<file path="src/hw/rtl/assert_macros.svh">
// ----------------------------------------------------------------------------
// assertion macros
// shared helpers for concurrent checks on clk_i with reset rst_ni
// ----------------------------------------------------------------------------
`ifndef ASSERT_MACROS_SVH
`define ASSERT_MACROS_SVH

// check that is switched off while reset is held
`define CLT_ASSERT(name, prop, msg) \
  name: assert property (@(posedge clk_i) disable iff (!rst_ni) (prop)) else $error(msg);

// check that holds at every edge, reset included
`define CLT_ASSERT_ALWAYS(name, prop, msg) \
  name: assert property (@(posedge clk_i) (prop)) else $error(msg);

`endif

</file>
<file path="src/hw/rtl/clt_pkg.sv">
// ----------------------------------------------------------------------------
// clt_pkg
// types and constants of the compacting list table
// ----------------------------------------------------------------------------
package clt_pkg;

  localparam int unsigned DEPTH   = 16;
  localparam int unsigned AW      = $clog2(DEPTH);
  localparam int unsigned CW      = $clog2(DEPTH + 1);
  // common width for comparing and resizing counts and positions
  localparam int unsigned XW      = (CW > 5) ? CW : 5;
  localparam int unsigned VALUE_W = 32;
  localparam int unsigned POS_W   = 4;
  localparam int unsigned CNT_W   = 5;

  typedef enum logic [1:0] {
    KIND_APPEND       = 2'd0,
    KIND_FIND         = 2'd1,
    KIND_REMOVE_VALUE = 2'd2,
    KIND_REMOVE_AT    = 2'd3
  } kind_e;

  typedef enum logic [1:0] {
    STATUS_OK      = 2'd0,
    STATUS_MISSING = 2'd1,
    STATUS_FULL    = 2'd2
  } status_e;

endpackage

</file>
<file path="src/hw/rtl/compacting_list_table_unit.sv">
// append and rejected requests go straight to the finish state; find scans from
//   position zero until a hit or the end of the list; remove then compacts the
//   entries behind the removed one after the search or position check
// one request at a time: the input stalls until the unit is back in idle; the
//   search and compaction of a remove by value share the single ram read port
// reset clears the entry count and control state; stored entries are not cleared
// ----------------------------------------------------------------------------
// compacting_list_table_unit
// ordered list with append, find, remove by value and remove at position
// ----------------------------------------------------------------------------
`include "assert_macros.svh"

module compacting_list_table_unit (
  input  logic                                 clk_i,
  input  logic                                 rst_ni,
  input  logic                                 in_valid_i,
  output logic                                 in_stall_o,
  input  clt_pkg::kind_e                       kind_i,
  input  logic signed [clt_pkg::VALUE_W-1:0]   value_i,
  input  logic [clt_pkg::POS_W-1:0]            position_i,
  output logic                                 out_valid_o,
  input  logic                                 out_stall_i,
  output clt_pkg::status_e                     status_o,
  output logic [clt_pkg::POS_W-1:0]            found_position_o,
  output logic [clt_pkg::CNT_W-1:0]            entry_count_o,
  output logic                                 is_empty_o
);

  import clt_pkg::*;

  typedef enum logic [1:0] {
    ST_IDLE,
    ST_SCAN,
    ST_SHIFT,
    ST_FINISH
  } state_e;

  state_e                    state_q, state_d;
  logic [CW-1:0]             count_q, count_d;
  kind_e                     kind_q, kind_d;
  logic signed [VALUE_W-1:0] val_q, val_d;
  logic [CW-1:0]             idx_q, idx_d;
  logic                      chk_q, chk_d;
  logic [AW-1:0]             chk_idx_q, chk_idx_d;
  logic [CW-1:0]             sh_rd_q, sh_rd_d;
  logic                      wr_pend_q, wr_pend_d;
  logic [AW-1:0]             wr_idx_q, wr_idx_d;
  logic [AW-1:0]             where_q, where_d;
  status_e                   res_status_q, res_status_d;
  logic                      out_valid_q, out_valid_d;
  status_e                   status_q, status_d;
  logic [POS_W-1:0]          found_pos_q, found_pos_d;
  logic [CNT_W-1:0]          entry_count_q, entry_count_d;
  logic                      is_empty_q, is_empty_d;

  logic                      ram_we;
  logic [AW-1:0]             ram_waddr;
  logic [VALUE_W-1:0]        ram_wdata;
  logic [AW-1:0]             ram_raddr;
  logic [VALUE_W-1:0]        ram_rdata;
  logic                      rd_en;

  logic [XW-1:0]             pos_x;
  logic [XW-1:0]             count_x;
  logic [XW-1:0]             where_x;
  logic [CW-1:0]             sh_prev;

  assign pos_x   = XW'(position_i);
  assign count_x = XW'(count_q);
  assign where_x = XW'(where_q);
  assign sh_prev = sh_rd_q - CW'(1);

  clt_ram #(
    .DEPTH (DEPTH),
    .WIDTH (VALUE_W)
  ) u_ram (
    .clk_i   (clk_i),
    .we_i    (ram_we),
    .waddr_i (ram_waddr),
    .wdata_i (ram_wdata),
    .raddr_i (ram_raddr),
    .rdata_o (ram_rdata)
  );

  always_comb begin
    state_d       = state_q;
    count_d       = count_q;
    kind_d        = kind_q;
    val_d         = val_q;
    idx_d         = idx_q;
    chk_d         = chk_q;
    chk_idx_d     = chk_idx_q;
    sh_rd_d       = sh_rd_q;
    wr_pend_d     = wr_pend_q;
    wr_idx_d      = wr_idx_q;
    where_d       = where_q;
    res_status_d  = res_status_q;
    out_valid_d   = out_valid_q;
    status_d      = status_q;
    found_pos_d   = found_pos_q;
    entry_count_d = entry_count_q;
    is_empty_d    = is_empty_q;

    ram_we    = 1'b0;
    ram_waddr = count_q[AW-1:0];
    ram_wdata = value_i;
    ram_raddr = idx_q[AW-1:0];
    rd_en     = 1'b0;

    if (out_valid_q && !out_stall_i) begin
      out_valid_d = 1'b0;
    end

    case (state_q)
      ST_IDLE: begin
        if (in_valid_i) begin
          kind_d = kind_i;
          val_d  = value_i;
          case (kind_i)
            KIND_APPEND: begin
              if (count_q >= CW'(DEPTH)) begin
                res_status_d = STATUS_FULL;
                where_d      = '0;
              end else begin
                ram_we       = 1'b1;
                where_d      = count_q[AW-1:0];
                count_d      = count_q + CW'(1);
                res_status_d = STATUS_OK;
              end
              state_d = ST_FINISH;
            end
            KIND_FIND, KIND_REMOVE_VALUE: begin
              idx_d   = '0;
              chk_d   = 1'b0;
              state_d = ST_SCAN;
            end
            KIND_REMOVE_AT: begin
              if (pos_x >= count_x) begin
                res_status_d = STATUS_MISSING;
                where_d      = '0;
                state_d      = ST_FINISH;
              end else begin
                where_d   = pos_x[AW-1:0];
                sh_rd_d   = pos_x[CW-1:0] + CW'(1);
                wr_pend_d = 1'b0;
                state_d   = ST_SHIFT;
              end
            end
            default: begin
              state_d = ST_IDLE;
            end
          endcase
        end
      end

      ST_SCAN: begin
        // compare acts on the entry whose address was issued in the cycle before
        if (chk_q && (ram_rdata == val_q)) begin
          chk_d   = 1'b0;
          where_d = chk_idx_q;
          if (kind_q == KIND_FIND) begin
            res_status_d = STATUS_OK;
            state_d      = ST_FINISH;
          end else begin
            sh_rd_d   = CW'(chk_idx_q) + CW'(1);
            wr_pend_d = 1'b0;
            state_d   = ST_SHIFT;
          end
        end else if (idx_q >= count_q) begin
          chk_d        = 1'b0;
          where_d      = '0;
          res_status_d = STATUS_MISSING;
          state_d      = ST_FINISH;
        end else begin
          rd_en     = 1'b1;
          ram_raddr = idx_q[AW-1:0];
          chk_d     = 1'b1;
          chk_idx_d = idx_q[AW-1:0];
          idx_d     = idx_q + CW'(1);
        end
      end

      ST_SHIFT: begin
        // entry read last cycle moves one place down
        if (wr_pend_q) begin
          ram_we    = 1'b1;
          ram_waddr = wr_idx_q;
          ram_wdata = ram_rdata;
        end
        if (sh_rd_q < count_q) begin
          rd_en     = 1'b1;
          ram_raddr = sh_rd_q[AW-1:0];
          wr_pend_d = 1'b1;
          wr_idx_d  = sh_prev[AW-1:0];
          sh_rd_d   = sh_rd_q + CW'(1);
        end else begin
          wr_pend_d    = 1'b0;
          count_d      = count_q - CW'(1);
          res_status_d = STATUS_OK;
          state_d      = ST_FINISH;
        end
      end

      ST_FINISH: begin
        if (!out_valid_q || !out_stall_i) begin
          out_valid_d   = 1'b1;
          status_d      = res_status_q;
          found_pos_d   = where_x[POS_W-1:0];
          entry_count_d = count_x[CNT_W-1:0];
          is_empty_d    = (count_q == '0);
          state_d       = ST_IDLE;
        end
      end

      default: begin
        state_d = ST_IDLE;
      end
    endcase
  end

  always_ff @(posedge clk_i or negedge rst_ni) begin
    if (!rst_ni) begin
      state_q       <= ST_IDLE;
      count_q       <= '0;
      kind_q        <= KIND_APPEND;
      val_q         <= '0;
      idx_q         <= '0;
      chk_q         <= 1'b0;
      chk_idx_q     <= '0;
      sh_rd_q       <= '0;
      wr_pend_q     <= 1'b0;
      wr_idx_q      <= '0;
      where_q       <= '0;
      res_status_q  <= STATUS_OK;
      out_valid_q   <= 1'b0;
      status_q      <= STATUS_OK;
      found_pos_q   <= '0;
      entry_count_q <= '0;
      is_empty_q    <= 1'b1;
    end else begin
      state_q       <= state_d;
      count_q       <= count_d;
      kind_q        <= kind_d;
      val_q         <= val_d;
      idx_q         <= idx_d;
      chk_q         <= chk_d;
      chk_idx_q     <= chk_idx_d;
      sh_rd_q       <= sh_rd_d;
      wr_pend_q     <= wr_pend_d;
      wr_idx_q      <= wr_idx_d;
      where_q       <= where_d;
      res_status_q  <= res_status_d;
      out_valid_q   <= out_valid_d;
      status_q      <= status_d;
      found_pos_q   <= found_pos_d;
      entry_count_q <= entry_count_d;
      is_empty_q    <= is_empty_d;
    end
  end

  assign in_stall_o       = (state_q != ST_IDLE);
  assign out_valid_o      = out_valid_q;
  assign status_o         = status_q;
  assign found_position_o = found_pos_q;
  assign entry_count_o    = entry_count_q;
  assign is_empty_o       = is_empty_q;

  `CLT_ASSERT(a_count_bound, count_q <= CW'(DEPTH), "entry count above depth")
  `CLT_ASSERT(a_no_overlap,
              (ram_we && rd_en) |-> (ram_waddr != ram_raddr),
              "ram read and write collide")
  `CLT_ASSERT(a_result_from_finish,
              $rose(out_valid_q) |-> $past(state_q == ST_FINISH),
              "result without finish")
  `CLT_ASSERT(a_count_step,
              (count_q != $past(count_q)) |->
                ((count_q == $past(count_q) + CW'(1)) ||
                 (count_q == $past(count_q) - CW'(1))),
              "entry count jumped")

endmodule

</file>
<file path="src/hw/rtl/clt_ram.sv">
// ----------------------------------------------------------------------------
// clt_ram
// simple dual-port ram, one write and one registered read port
// ----------------------------------------------------------------------------
module clt_ram #(
  parameter int unsigned DEPTH = 16,
  parameter int unsigned WIDTH = 32
) (
  input  logic                     clk_i,
  input  logic                     we_i,
  input  logic [$clog2(DEPTH)-1:0] waddr_i,
  input  logic [WIDTH-1:0]         wdata_i,
  input  logic [$clog2(DEPTH)-1:0] raddr_i,
  output logic [WIDTH-1:0]         rdata_o
);

  logic [WIDTH-1:0] mem_q [DEPTH];

  always_ff @(posedge clk_i) begin
    if (we_i) begin
      mem_q[waddr_i] <= wdata_i;
    end
  end

  always_ff @(posedge clk_i) begin
    rdata_o <= mem_q[raddr_i];
  end

endmodule
</file>
<file path="config.mk">
export PLATFORM = sky130hd
export DESIGN_NAME = compacting_list_table_unit
export DESIGN_NICKNAME = d
export VERILOG_FILES = /design/src/hw/rtl/clt_pkg.sv /design/src/hw/rtl/compacting_list_table_unit.sv /design/src/hw/rtl/clt_ram.sv
export VERILOG_INCLUDE_DIRS = /design/src /design/src/hw/rtl
export SDC_FILE = /design/constraint.sdc
export NUM_CORES = 1
export LEC_CHECK = 0
export ABC_CLOCK_PERIOD_IN_PS = 3700
export CORE_ASPECT_RATIO = 0.7
export CORE_MARGIN = 1
export CORE_UTILIZATION = 40
export DETAILED_ROUTE_END_ITERATION = 8
export DONT_BUFFER_PORTS = 1
export GPL_ROUTABILITY_DRIVEN = 0
export HOLD_SLACK_MARGIN = 0.06
export MAX_ROUTING_LAYER = met4
export SLEW_MARGIN = 20
export SYNTH_ARGS = -nofsm -noshare
export SYNTH_HDL_FRONTEND = slang
export SYNTH_SLANG_ARGS = --single-unit
</file>
<file path="constraint.sdc">
create_clock -name clk_i -period 3.7 [get_ports clk_i]
set_clock_uncertainty 0.1 [all_clocks]
set_input_delay 0.37 -clock clk_i [delete_from_list [all_inputs] [get_ports clk_i]]
set_output_delay 0.37 -clock clk_i [all_outputs]
set_load 0.1 [all_outputs]
</file>
After elaboration in Yosys (flattened, before gate mapping)
Memories as Yosys holds them, arrays and structs flattened. A register that Yosys moved wholly into a read port is not among the register bits.
Cells that the tools add are included.
W data, S select, Z words.
{ "totals": {"register_bits": 80, "mem_count": 1, "elab_cells": 151, "ramBits": 512, "output_inout_bits": 14, "input_bits": 42} }
{ "op_classes": {"n_eq_ne": 25, "n_reduce_logical": 25, "addsub": 7, "magnitude_cmp": 4, "mux": 70, "n_bitwise": 2} }
{ "mem_list": {"columns": ["name", "depth", "width", "read_ports", "rd_clocked_by_memory_dff", "wr", "line_no", "text"], "rows": [
  ["u_ram.mem_q", 16, 32, 1, 1, 1, "clt_ram.sv:17", "logic [WIDTH-1:0] mem_q [DEPTH];"]
]} }
{ "ops": {"columns": ["operator", "n"], "rows": [
  ["$mux W5", 14],
  ["$mux W32", 2],
  ["$mux W4", 9],
  ["$eq A32 B32 Y1", 1],
  ["$mux W2", 12],
  ["$mux W1", 21],
  ["$ne A2 B2 Y1 const B", 10],
  ["$pmux W5 S2", 2],
  ["$pmux W4 S2", 2],
  ["$add A5 B1 Y5 const B", 3],
  ["$pmux W5 S3", 1],
  ["$reduce_and A7 Y1", 2],
  ["$pmux W2 S3", 2],
  ["$add A4 B1 Y5 const B", 2],
  ["$reduce_and A5 Y1", 2],
  ["$ne A3 B3 Y1 const B", 3],
  ["$eq A2 B2 Y1 const B", 4],
  ["$pmux W2 S4", 1],
  ["$reduce_and A4 Y1", 2],
  ["$eq A2 B1 Y1 const B", 3],
  ["$ne A2 B1 Y1 const B", 3],
  ["$reduce_and A2 Y1", 3],
  ["$reduce_and A3 Y1", 2],
  ["$reduce_and A6 Y1", 1],
  ["other kinds (19)", 26]
]} }

Longest topological paths before layout
Gate-level depths: netlist of run 1.
{ "logic_depth": {"depth_word": 7, "depth_mapped": 13, "mapped_depth_nobuf": 12} }

Hierarchy
Synthesis of run 1 repeated with hierarchy kept, for this count alone.
{ "unflattened": {"hier_cells": 1277, "hier_area_um2": 24716.2} }
{ "by_module_without_submodules": {"columns": ["module", "seq_area_each_um2", "area_per_inst_um2", "cells_per_inst", "instances"], "rows": [
  ["clt_ram", 16015.4, 19835.3, 838, 1],
  ["compacting_list_table_unit", 2003.2, 4880.9, 439, 1]
]} }

Worst setup path before layout of run 1
Ideal clock, no wire load.
{ "synth_timing": {"path_kind": "reg-to-reg", "startpoint": "register state_q[0]", "endpoint": "memory u_ram.mem_q[2][0], enable pin", "period_less_slack_ns": 3.415, "setup_time_ns": 0.421, "slack_ns": 0.285, "t_required_ns": 3.179, "path_buffers": 1, "path_stages_with_launch": 9, "t_arrival_ns": 2.894, "cell_sequence": "dfrtp_1 > inv_1 > ha_1 > clkbuf_1 > nand2_1 > nor3b_1 > and2_1 > a32oi_1 > nor2_1"} }
{ "synth_via": {"elab_chain_len": 4, "word_cells_on_any_way": 6, "cone_classes": "eq/ne (1); mux (4); reduce/logical (1)"} }
{ "synth_rtl": {"columns": ["element", "line_no", "text"], "rows": [
  ["start: declaration", "compacting_list_table_unit.sv:38", "state_e state_q, state_d;"],
  ["start signal: assignment", "compacting_list_table_unit.sv:241", "state_q <= state_d;"],
  ["$eq A2 B2 Y1 or $logic_not A2 Y1 (tied branches)", "compacting_list_table_unit.sv:114", "case (state_q)"],
  ["$pmux W1 S2", "compacting_list_table_unit.sv:114", null],
  ["$mux W1", "clt_ram.sv:20", "if (we_i) begin"],
  ["$mux W1 (not written as such)", "clt_ram.sv:21", "mem_q[waddr_i] <= wdata_i;"],
  ["end: declaration", "clt_ram.sv:17", null]
]} }
Parallel ways exist; a longest one is shown, timed or not.

Worst setup path after layout of run 1
{ "layout_timing": {"startpoint": "register count_q[1]", "endpoint": "register u_ram.rdata_o[10], read port of u_ram.mem_q"} }
{ "layout_via": {"elab_chain_len": 3} }
{ "layout_rtl": {"columns": ["element", "line_no", "text"], "rows": [
  ["start: declaration", "compacting_list_table_unit.sv:39", "logic [CW-1:0] count_q, count_d;"],
  ["start signal: assignment", "compacting_list_table_unit.sv:242", "count_q <= count_d;"],
  ["$lt A5 B5 Y1", "compacting_list_table_unit.sv:190", "if (sh_rd_q < count_q) begin"],
  ["$mux W4", "compacting_list_table_unit.sv:190", null],
  ["$mux W4", null, null],
  ["end: declaration", "clt_ram.sv:14", "output logic [WIDTH-1:0] rdata_o"]
]} }
No other way between the ends.
A chain may end at the register's enable or synchronous reset.

==> results of run 1 <==
[critical path: cells and delay by family, from the launching register on]
kind | cells | cell delay (ns)
AO/OA/AOI/OAI | 5 | 1.57
buffers and inverters | 2 | 0.56
flip-flops | 1 | 0.48
AND/OR/NAND/NOR | 2 | 0.35
adder cells (fa/ha/maj) | 1 | 0.32
[worst max path at each step]
| stage | startpoint | endpoint | slack (ns) |
|---|---|---|---|
| 3_5_place_dp | count_q[2] | u_ram.rdata_o[30] | 0.38 |
| 4_1_cts | count_q[2] | u_ram.rdata_o[30] | 0.36 |
| 2_1_floorplan | state_q[0] | u_ram.mem_q[2][0] | 0.28 |
| 3_3_place_gp | state_q[0] | u_ram.mem_q[2][10] | 0.48 |
| 6_report | count_q[1] | u_ram.rdata_o[10] | 0.22 |
| 5_1_grt | count_q[2] | u_ram.rdata_o[24] | 0.13 |
[per-stage QoR]
step	util [%]	setup slack (ns)	power, mW
final	46.7	0.222	27.7
after global routing	46.7	0.128	28.9
after CTS	46.7	0.361	27.6
after detailed placement	43.2	0.382	21.7
after global placement	43.2	0.479	21.5
after floorplan	-	0.285	17.3
[final cells by class]
class | count | area, µm² | share of cell area (%)
repair buffers | 131 | 1500 | 4.98
flip-flops and latches | 624 | 18000 | 59.7
multi-input cells | 1091 | 7660 | 25.4
inverters | 23 | 86.3 | 0.286
clock buffers | 89 | 1670 | 5.52
clock inverters | 19 | 159 | 0.526
well taps | 880 | 1100 | 3.65
[Yosys cell counts (all sizes together), types with 3 or more instances]
library cell	count
edfxtp	512
nand2	156
a211oi	128
and3	125
o21ai	122
nand3	121
clkbuf	86
mux2	85
dfrtp	79
buf	59
xor2	34
nor2	33
dfxtp	32
a32oi	31
a32o	30
a41o	30
o32ai	30
ha	25
inv	23
a21oi	21
a21o	13
a31oi	10
nor3	10
nor4	10
o211ai	9
nand2b	7
xnor2	7
and2	5
mux2i	5
nor3b	5
nand4	4
a211o	3
o22ai	3
o31ai	3
or4	3
[what timing repair did]
action | 4_1_cts | 5_1_grt
resized for setup | 0 | 0
hold buffers | 41 | 0
endpoints found under the hold margin | 134 | 0
[report_power, final]
group	switching, mW	leakage (nW)	total, mW	internal [mW]
logic	7.74	3.73	12.2	4.47
registers	1.03	5.85	9.60	8.57
clock network	2.61	0.889	5.85	3.24
[sequential cells by signal, summed over array words and instances (netlist names), 5 cells and up]
register,cells
u_ram.rdata_o,32
entry_count_o,5
idx_q,5
sh_rd_q,5
count_q,5
val_q,32
u_ram.mem_q,512
[per-layer routing]
| layer | track usage, % | up-vias | wire length [µm] |
|---|---|---|---|
| li1 | - | 7476 | - |
| met1 | 35.2 | 8782 | 35100 |
| met2 | 33.6 | 813 | 33400 |
| met3 | 3.77 | 99 | 6750 |
| met4 | 6.22 | 0 | 1550 |
| met5 | - | - | 0 |
[cells by family after synthesis]
kind of cell | after synthesis | synth area share, %
AOI/OAI and AO/OA | 451 | 12.7
adders and majority gates | 26 | 1.27
and+or+nand+nor | 483 | 9.26
buffers and inverters | 168 | 2.72
xor gates and xnor gates | 41 | 1.37
muxes | 90 | 3.85
DFF | 624 | 68.8
==> impl_metrics.toml, run 1 <==
[cells_and_area]
area_growth_pct = 15.4
final_nets = 1997
fillers = 5661
layout.cells.most_common = "edfxtp_1"
num_antenna_cells = 0
fin_area_mm2 = 0.0302
final_cell_mix = "512 x edfxtp_1, 151 x nand2_1, 126 x a211oi_1"
finalNonFillerCells = 2857
drive_gt1_share_pct = 15.1

[worst_hold_path]
holdPathEnd = "u_ram.mem_q[4][4]"
min-delay-start = "value_i[4]"
hold_path.class = "in -> reg"
hold_depth = 1

[drt]
routed_wl_um = 76800
drtPass1Iterations = 7
drc = 0
ant_nets = 0
wire_per_inst_um = 26.9
drtIter0Drc = 2326
vias = 17200
viasPerCell = 6.01

[yosys]
syn_area_per_cell_um2 = 13.9
synth_ff_type = "edfxtp_1"
synth_area_leaders = "edfxtp_1 59%, dfrtp_1 7.6%, mux2_2 3.7%"
ys.warnings.count = 0
synth_seq_cells = 624
syn_inst = 1883
postSynth.asyncResetShare_pct = 12.8
yosysTopAreaCellShare_pct = 58.7
yosysTopAreaCell = "edfxtp_1"
synth_seq_area_share_pct = 68.8
synth-edff-count = 512
synth_area_mm2 = 0.0262
ys_types = 67
synth_nets = 1951

[clock_network]
clkSinkCount = 624
clock_latency_ns = 0.63
cts_buffers = 58
htreeDepth = 2
cts_setup_buffers = 0
cts_buffer_depth = 3
cts_tree = "built"
cts_root_buf = "clkbuf_16"
clkSlewWorstSetupHoldPaths_ns = 0.07

[sta]
holdWs_ns = 0.0922
rsz0062_at_grt = "no"
final-setup-viol-count = 0
fmax_mhz = 288
setup_tns_ns = 0
relSlewSlack_pct = 30.2
maxSlewViolCount = 0
hold_violations = 0
period_minus_slack_ns = 3.48
fin_crit_sh_pct = 94.0
tightest_slew_ns = 1.04

[worst_setup_path]
arrival_ns = 3.94
r2r_slack_ns = 0.22
critPathKind = "reg -> reg"
crit_path_max_incr_delay_ns = 0.48
start_kind = "flop"
cpMaxStageDelayCell = "dfrtp_1"
cpMostUsedCell = "nand2_1"
end_kind = "flop"
cp_cell_sequence = "inv_1 > ha_1 > nand2_1 > o211ai_2 > nand2_1 > a21oi_4 > buf_4 > a211oi_1 > o21ai_0 > a41o_1"
worstPathMaxFanout = 14
rr_endpoint = "u_ram.rdata_o[10]"
worstRegToRegCells = 10
r2r_start = "count_q[1]"
required_ns = 4.16

[grt]
grt_first_pass_wirelength_um = 113000
grt_usage_pct = 23.7
grt_pass1_vias = 16500
antenna_found_initial = 0
grt_max_degree = 111
grt_overflow = 0

[run]
maxCapViolCount = 0

[floorplanning]
dieArea_mm2 = 0.0665
num_rows = 78
die_h_um = 216
ioPinCount = 56
initial_core_util_pct = 40.5
core-area_mm2 = 0.0647
die_w_um = 308

[pwr]
ir_worst_vdd_v = 0.000709
p_per_area_mw_per_mm2 = 916
p_leak_nw = 10.5

[placement]
place_area_mm2 = 0.0279
dp_hpwl_um = 41800
portBuffers = 0
dp_cells = 2708

[outcome]
status = "complete, no violations"
Power figures use the tool's default switching activity.
==> run 2, diff against run 1 <==
--- a/config.mk
+++ b/config.mk
@@ -6,7 +6,7 @@
 export SDC_FILE = /design/constraint.sdc
 export NUM_CORES = 1
 export LEC_CHECK = 0
-export ABC_CLOCK_PERIOD_IN_PS = 3700
+export ABC_CLOCK_PERIOD_IN_PS = 4450
 export CORE_ASPECT_RATIO = 0.7
 export CORE_MARGIN = 1
 export CORE_UTILIZATION = 40
==> constraint.sdc (replaced) <==
create_clock -name clk_i -period 4.45 [get_ports clk_i]
set_clock_uncertainty 0.1 [all_clocks]
set_input_delay 0.445 -clock clk_i [delete_from_list [all_inputs] [get_ports clk_i]]
set_output_delay 0.445 -clock clk_i [all_outputs]
set_load 0.1 [all_outputs]
==> run 2 against run 1 <==
Net effect:
- combinational power decreased by 21%
- register-to-register slack improved by 0.39 ns
- setup slack improved by 0.39 ns
- final cell count decreased by 0.88%
- non-clock buffer count decreased by 25
- hold slack improved by 0.049 ns
- core utilization decreased by 0.50 points
- final area decreased by 1.1%
- critical path type unchanged
- critical endpoint is now u_ram.mem_q[1][13]
==> impl_metrics.toml, run 2 (synthesis gave the netlist of run 1 again) <==
[clock_network]
cts_resized = 0
clock_latency_ns = 0.64
cts_tree = "built"
cts_root_buf = "clkbuf_16"
cts_buffer_depth = 3
htreeDepth = 2
clkSinkCount = 624
cts_buffers = 56
clkSlewWorstSetupHoldPaths_ns = 0.07
cts_setup_buffers = 0

[drt]
viasPerCell = 6.01
ant_nets = 0
vias = 17000
drc = 0
drtPass1Iterations = 8
drtIter0Drc = 2103
wire_per_inst_um = 26.2
routed_wl_um = 74100

[worst_hold_path]
hold_path.class = "in -> reg"

[pwr]
p_per_area_mw_per_mm2 = 751
finalPower_mw = 22.4
ir_worst_vdd_v = 0.000641
p_leak_nw = 10.3

[worst_setup_path]
required_ns = 4.74
critPathKind = "reg -> reg"
start_kind = "flop"
arrival_ns = 4.13
end_kind = "flop"
worstPathMaxFanout = 21

[floorplanning]
core-area_mm2 = 0.0647
ioPinCount = 56
num_rows = 78
dieArea_mm2 = 0.0665
initial_core_util_pct = 40.5
die_h_um = 216
die_w_um = 308

[sta]
hold_violations = 0
final-setup-viol-count = 0
fin_crit_sh_pct = 86.4
setup_slack_ns = 0.607
fmax_mhz = 260
tightest_slew_ns = 1.01
setup_tns_ns = 0
maxSlewViolCount = 0
period_minus_slack_ns = 3.84
relSlewSlack_pct = 32.5
rsz0062_at_grt = "no"
holdWs_ns = 0.142

[run]
maxCapViolCount = 0

[cells_and_area]
drive_gt1_share_pct = 14.0
final_nets = 1970
reg_top3 = "u_ram.mem_q x512, u_ram.rdata_o x32, val_q x32"
post-route-util_pct = 46.2
layout.cells.most_common = "edfxtp_1"
final_cell_mix = "512 x edfxtp_1, 151 x nand2_1, 126 x a211oi_1"
area_growth_pct = 14.1
top_register = "u_ram.mem_q"
fillers = 5665
largest_reg_flops = 512

[placement]
portBuffers = 0
dp_slack_ns = 0.694
dp_hpwl_um = 43300

[grt]
grt_max_degree = 128
antenna_found_initial = 1
grt_first_pass_wirelength_um = 110000
grt_usage_pct = 22.8
grt_pass1_vias = 16400
grt_overflow = 0

[outcome]
status = "complete, no violations"
run 2: changes by cell type in the layout (fill, tap and decap cells not counted), sizes merged:
cell,delta
clkinv,+9
clkinvlp,+1
clkbuf,-12
buf,-25
diode,+2
run 2: final timing paths:
kind,startpoint,endpoint,slack [ns],depth (start not counted)
min in group asynchronous,rst_ni,val_q[21],0.40,2
worst max-delay path,state_q[0],u_ram.mem_q[1][13],0.61,8
worst min-delay path,in_valid_i,state_q[0],0.14,3
worst min register to register,kind_q[1],kind_q[1],0.38,2
worst max register to register,state_q[0],u_ram.mem_q[1][13],0.61,8
max in group asynchronous,rst_ni,is_empty_o,3.44,2
run 2: where the power goes:
group / total, mW / switching [mW] / internal [mW]
Sequential: 8.07 / 0.946 / 7.12
Clock: 4.71 / 2.20 / 2.51
Combinational: 9.66 / 6.19 / 3.47
Total: 22.4 / 9.34 / 13.1
run 2: final cells by class:
type	count	area [µm²]	area share, %
Sequential cell	624	18000	60.3
Clock inverter	29	230	0.771
Timing Repair Buffer	106	1260	4.23
Antenna cell	2	5.00	0.0168
Clock buffer	77	1510	5.05
Tap cell	880	1100	3.69
Multi-Input combinational cell	1091	7660	25.6
Inverter	23	86.3	0.289
run 2: metrics by stage:
step,cell area [µm²],std cells
after floorplan,26200,1883
after global placement,27500,2672
after detailed placement,27700,2681
after CTS,29800,2828
after global routing,29900,2830
final,29900,2832
run 2: critical path, cell delays in order, from the launching register on:
cell	delay (ns)
dfrtp_1	0.41
inv_1	0.11
ha_1	0.53
nand2_2	0.59
and2_1	0.37
a31oi_1	0.76
nor2_4	0.28
buf_16	0.25
buf_16	0.16
run 2: timing repair:
| action | CTS | global route |
|---|---|---|
| endpoints found under the setup margin | 0 | 0 |
| hold buffers | 41 | 0 |
| hold endpoints to repair | 121 | 0 |
run 2: layer usage:
layer	GRT usage, %	vias up	routed length [µm]
met4	6.07	0	1710
met5	-	-	0
met2	32.4	765	32400
met1	33.5	8732	33800
met3	3.91	96	6160
li1	-	7433	-
==> run 3, diff against run 2 <==
--- a/config.mk
+++ b/config.mk
@@ -6,7 +6,7 @@
 export SDC_FILE = /design/constraint.sdc
 export NUM_CORES = 1
 export LEC_CHECK = 0
-export ABC_CLOCK_PERIOD_IN_PS = 4450
+export ABC_CLOCK_PERIOD_IN_PS = 3970
 export CORE_ASPECT_RATIO = 0.7
 export CORE_MARGIN = 1
 export CORE_UTILIZATION = 40
==> constraint.sdc (replaced) <==
create_clock -name clk_i -period 3.97 [get_ports clk_i]
set_clock_uncertainty 0.1 [all_clocks]
set_input_delay 0.397 -clock clk_i [delete_from_list [all_inputs] [get_ports clk_i]]
set_output_delay 0.397 -clock clk_i [all_outputs]
set_load 0.1 [all_outputs]
==> run 3 against run 2 <==
Net effect:
- combinational power rose by 14%
- critical path type unchanged
- first-iteration DRC count fell by 1.5%
- critical path depth increased by 2
- setup slack got worse by 0.42 ns
- non-clock buffer count grew 8
- fmax grew 1.5%
- core utilization grew 0.40 points
- final cell count is 0.49% higher
- sequential power grew 12%
==> impl_metrics.toml, run 3 (synthesis gave the netlist of run 1 again) <==
[outcome]
status = "complete, no violations"

[grt]
grt_max_degree = 195
grt.busiest_layer = "met1"
met3_usage_pct = 4.29
grt_overflow = 0
antenna_found_initial = 1
grt_usage_pct = 23.4
grtUsageMet1_pct = 34.3
grt_first_pass_wirelength_um = 113000
met2_usage_pct = 33.4
grt_pass1_vias = 16700

[clock_network]
cts_buffer_depth = 3
cts_buffers = 58
clock_latency_ns = 0.64
cts_setup_buffers = 0
htreeDepth = 2
clkSinkCount = 624
cts_tree = "built"
cts_root_buf = "clkbuf_16"
clkSlewWorstSetupHoldPaths_ns = 0.07

[worst_setup_path]
arrival_ns = 4.26
end_kind = "flop"
worstPathMaxFanout = 194
crit_start = "count_q[4]"
critPathKind = "reg -> reg"
start_kind = "flop"
r2r_start = "count_q[4]"
required_ns = 4.44

[sta]
fmax_mhz = 264
setup_tns_ns = 0
maxSlewViolCount = 0
tightest_slew_ns = 1.13
rsz0062_at_grt = "no"
period_minus_slack_ns = 3.79
hold_violations = 0
fin_crit_sh_pct = 95.4
final-setup-viol-count = 0
relSlewSlack_pct = 24.7
setup_slack_ns = 0.182

[worst_hold_path]
hold_path.class = "in -> reg"
min-delay-start = "in_valid_i"

[floorplanning]
num_rows = 78
die_w_um = 308
initial_core_util_pct = 40.5
dieArea_mm2 = 0.0665
die_h_um = 216
ioPinCount = 56
core-area_mm2 = 0.0647

[cells_and_area]
drive_gt1_share_pct = 14.8
finalNonFillerCells = 2846
area_growth_pct = 15.1
top_register = "u_ram.mem_q"
final_nets = 1980
layout.cells.most_common = "edfxtp_1"
reg_top3 = "u_ram.mem_q x512, u_ram.rdata_o x32, val_q x32"
largest_reg_flops = 512
final_cell_mix = "512 x edfxtp_1, 151 x nand2_1, 126 x a211oi_1"

[placement]
dp_slack_ns = 0.317
dp_hpwl_um = 41900
dp_cells = 2691
portBuffers = 0

[drt]
routed_wl_um = 75700
drtIter0Drc = 2072
drtPass1Iterations = 5
ant_nets = 0
wire_per_inst_um = 26.6
vias = 17300
viasPerCell = 6.08
drc = 0

[pwr]
p_per_area_mw_per_mm2 = 863
ir_worst_vdd_v = 0.000768
p_leak_nw = 10.4

[run]
maxCapViolCount = 0
## run 3: repair_timing
item	4_1_cts	5_1_grt
endpoints found under the setup margin	0	1
gates resized for setup	0	2
endpoints found under the hold margin	122	0
hold buffers	41	0
## run 3: through the flow
step	hold WS [ns]	total power [mW]	utilization (%)	instance area, µm²
2_1_floorplan	0.00141	16.1	-	26200
3_3_place_gp	0.00457	19.7	42.7	27600
3_5_place_dp	0.00390	19.9	42.7	27600
4_1_cts	0.0601	25.9	46.5	30100
5_1_grt	0.104	27.2	46.6	30100
6_report	0.0888	26.0	46.6	30100
## run 3: path summary, 6_finish.rpt
kind | endpoint | slack [ns] | cells past startpoint
min | state_q[0] | 0.09 | 3
max reg2reg | u_ram.rdata_o[12] | 0.18 | 10
min reg2reg | kind_q[1] | 0.37 | 2
max | u_ram.rdata_o[12] | 0.18 | 10
max in group asynchronous | val_q[3] | 3.02 | 2
min in group asynchronous | val_q[7] | 0.33 | 2
## run 3: final cells by class
cell class / instances / area, µm²
antenna: 5 / 12.5
clock buffer: 77 / 1640
clock inverter: 32 / 399
fill: 5586 / 34600
inverter: 23 / 86.3
multi-input combinational: 1091 / 7660
sequential: 624 / 18000
tap: 880 / 1100
timing repair buffer: 114 / 1210
## run 3: worst max-delay path: stages (launching register included)
cell	delay, ns
dfrtp_1	0.58
inv_1	0.25
ha_1	0.35
nor3b_1	0.41
o211ai_2	0.29
nand3_4	0.19
buf_16	0.52
and3_1	0.28
a211oi_1	0.05
o32ai_1	0.34
a41o_1	0.16
## run 3: per-layer routing
layer  vias up  wire (µm)
met5         -          0
met4         0       1630
met3       124       6740
met2       865      33300
met1      8851      34000
li1       7465          -
## run 3: power breakdown
part / internal, mW / total (mW) / switching (mW) / leakage (nW)
Combinational: 3.96 / 11.0 / 7.05 / 3.60
Clock: 3.49 / 5.98 / 2.49 / 0.999
Sequential: 7.98 / 9.01 / 1.03 / 5.85
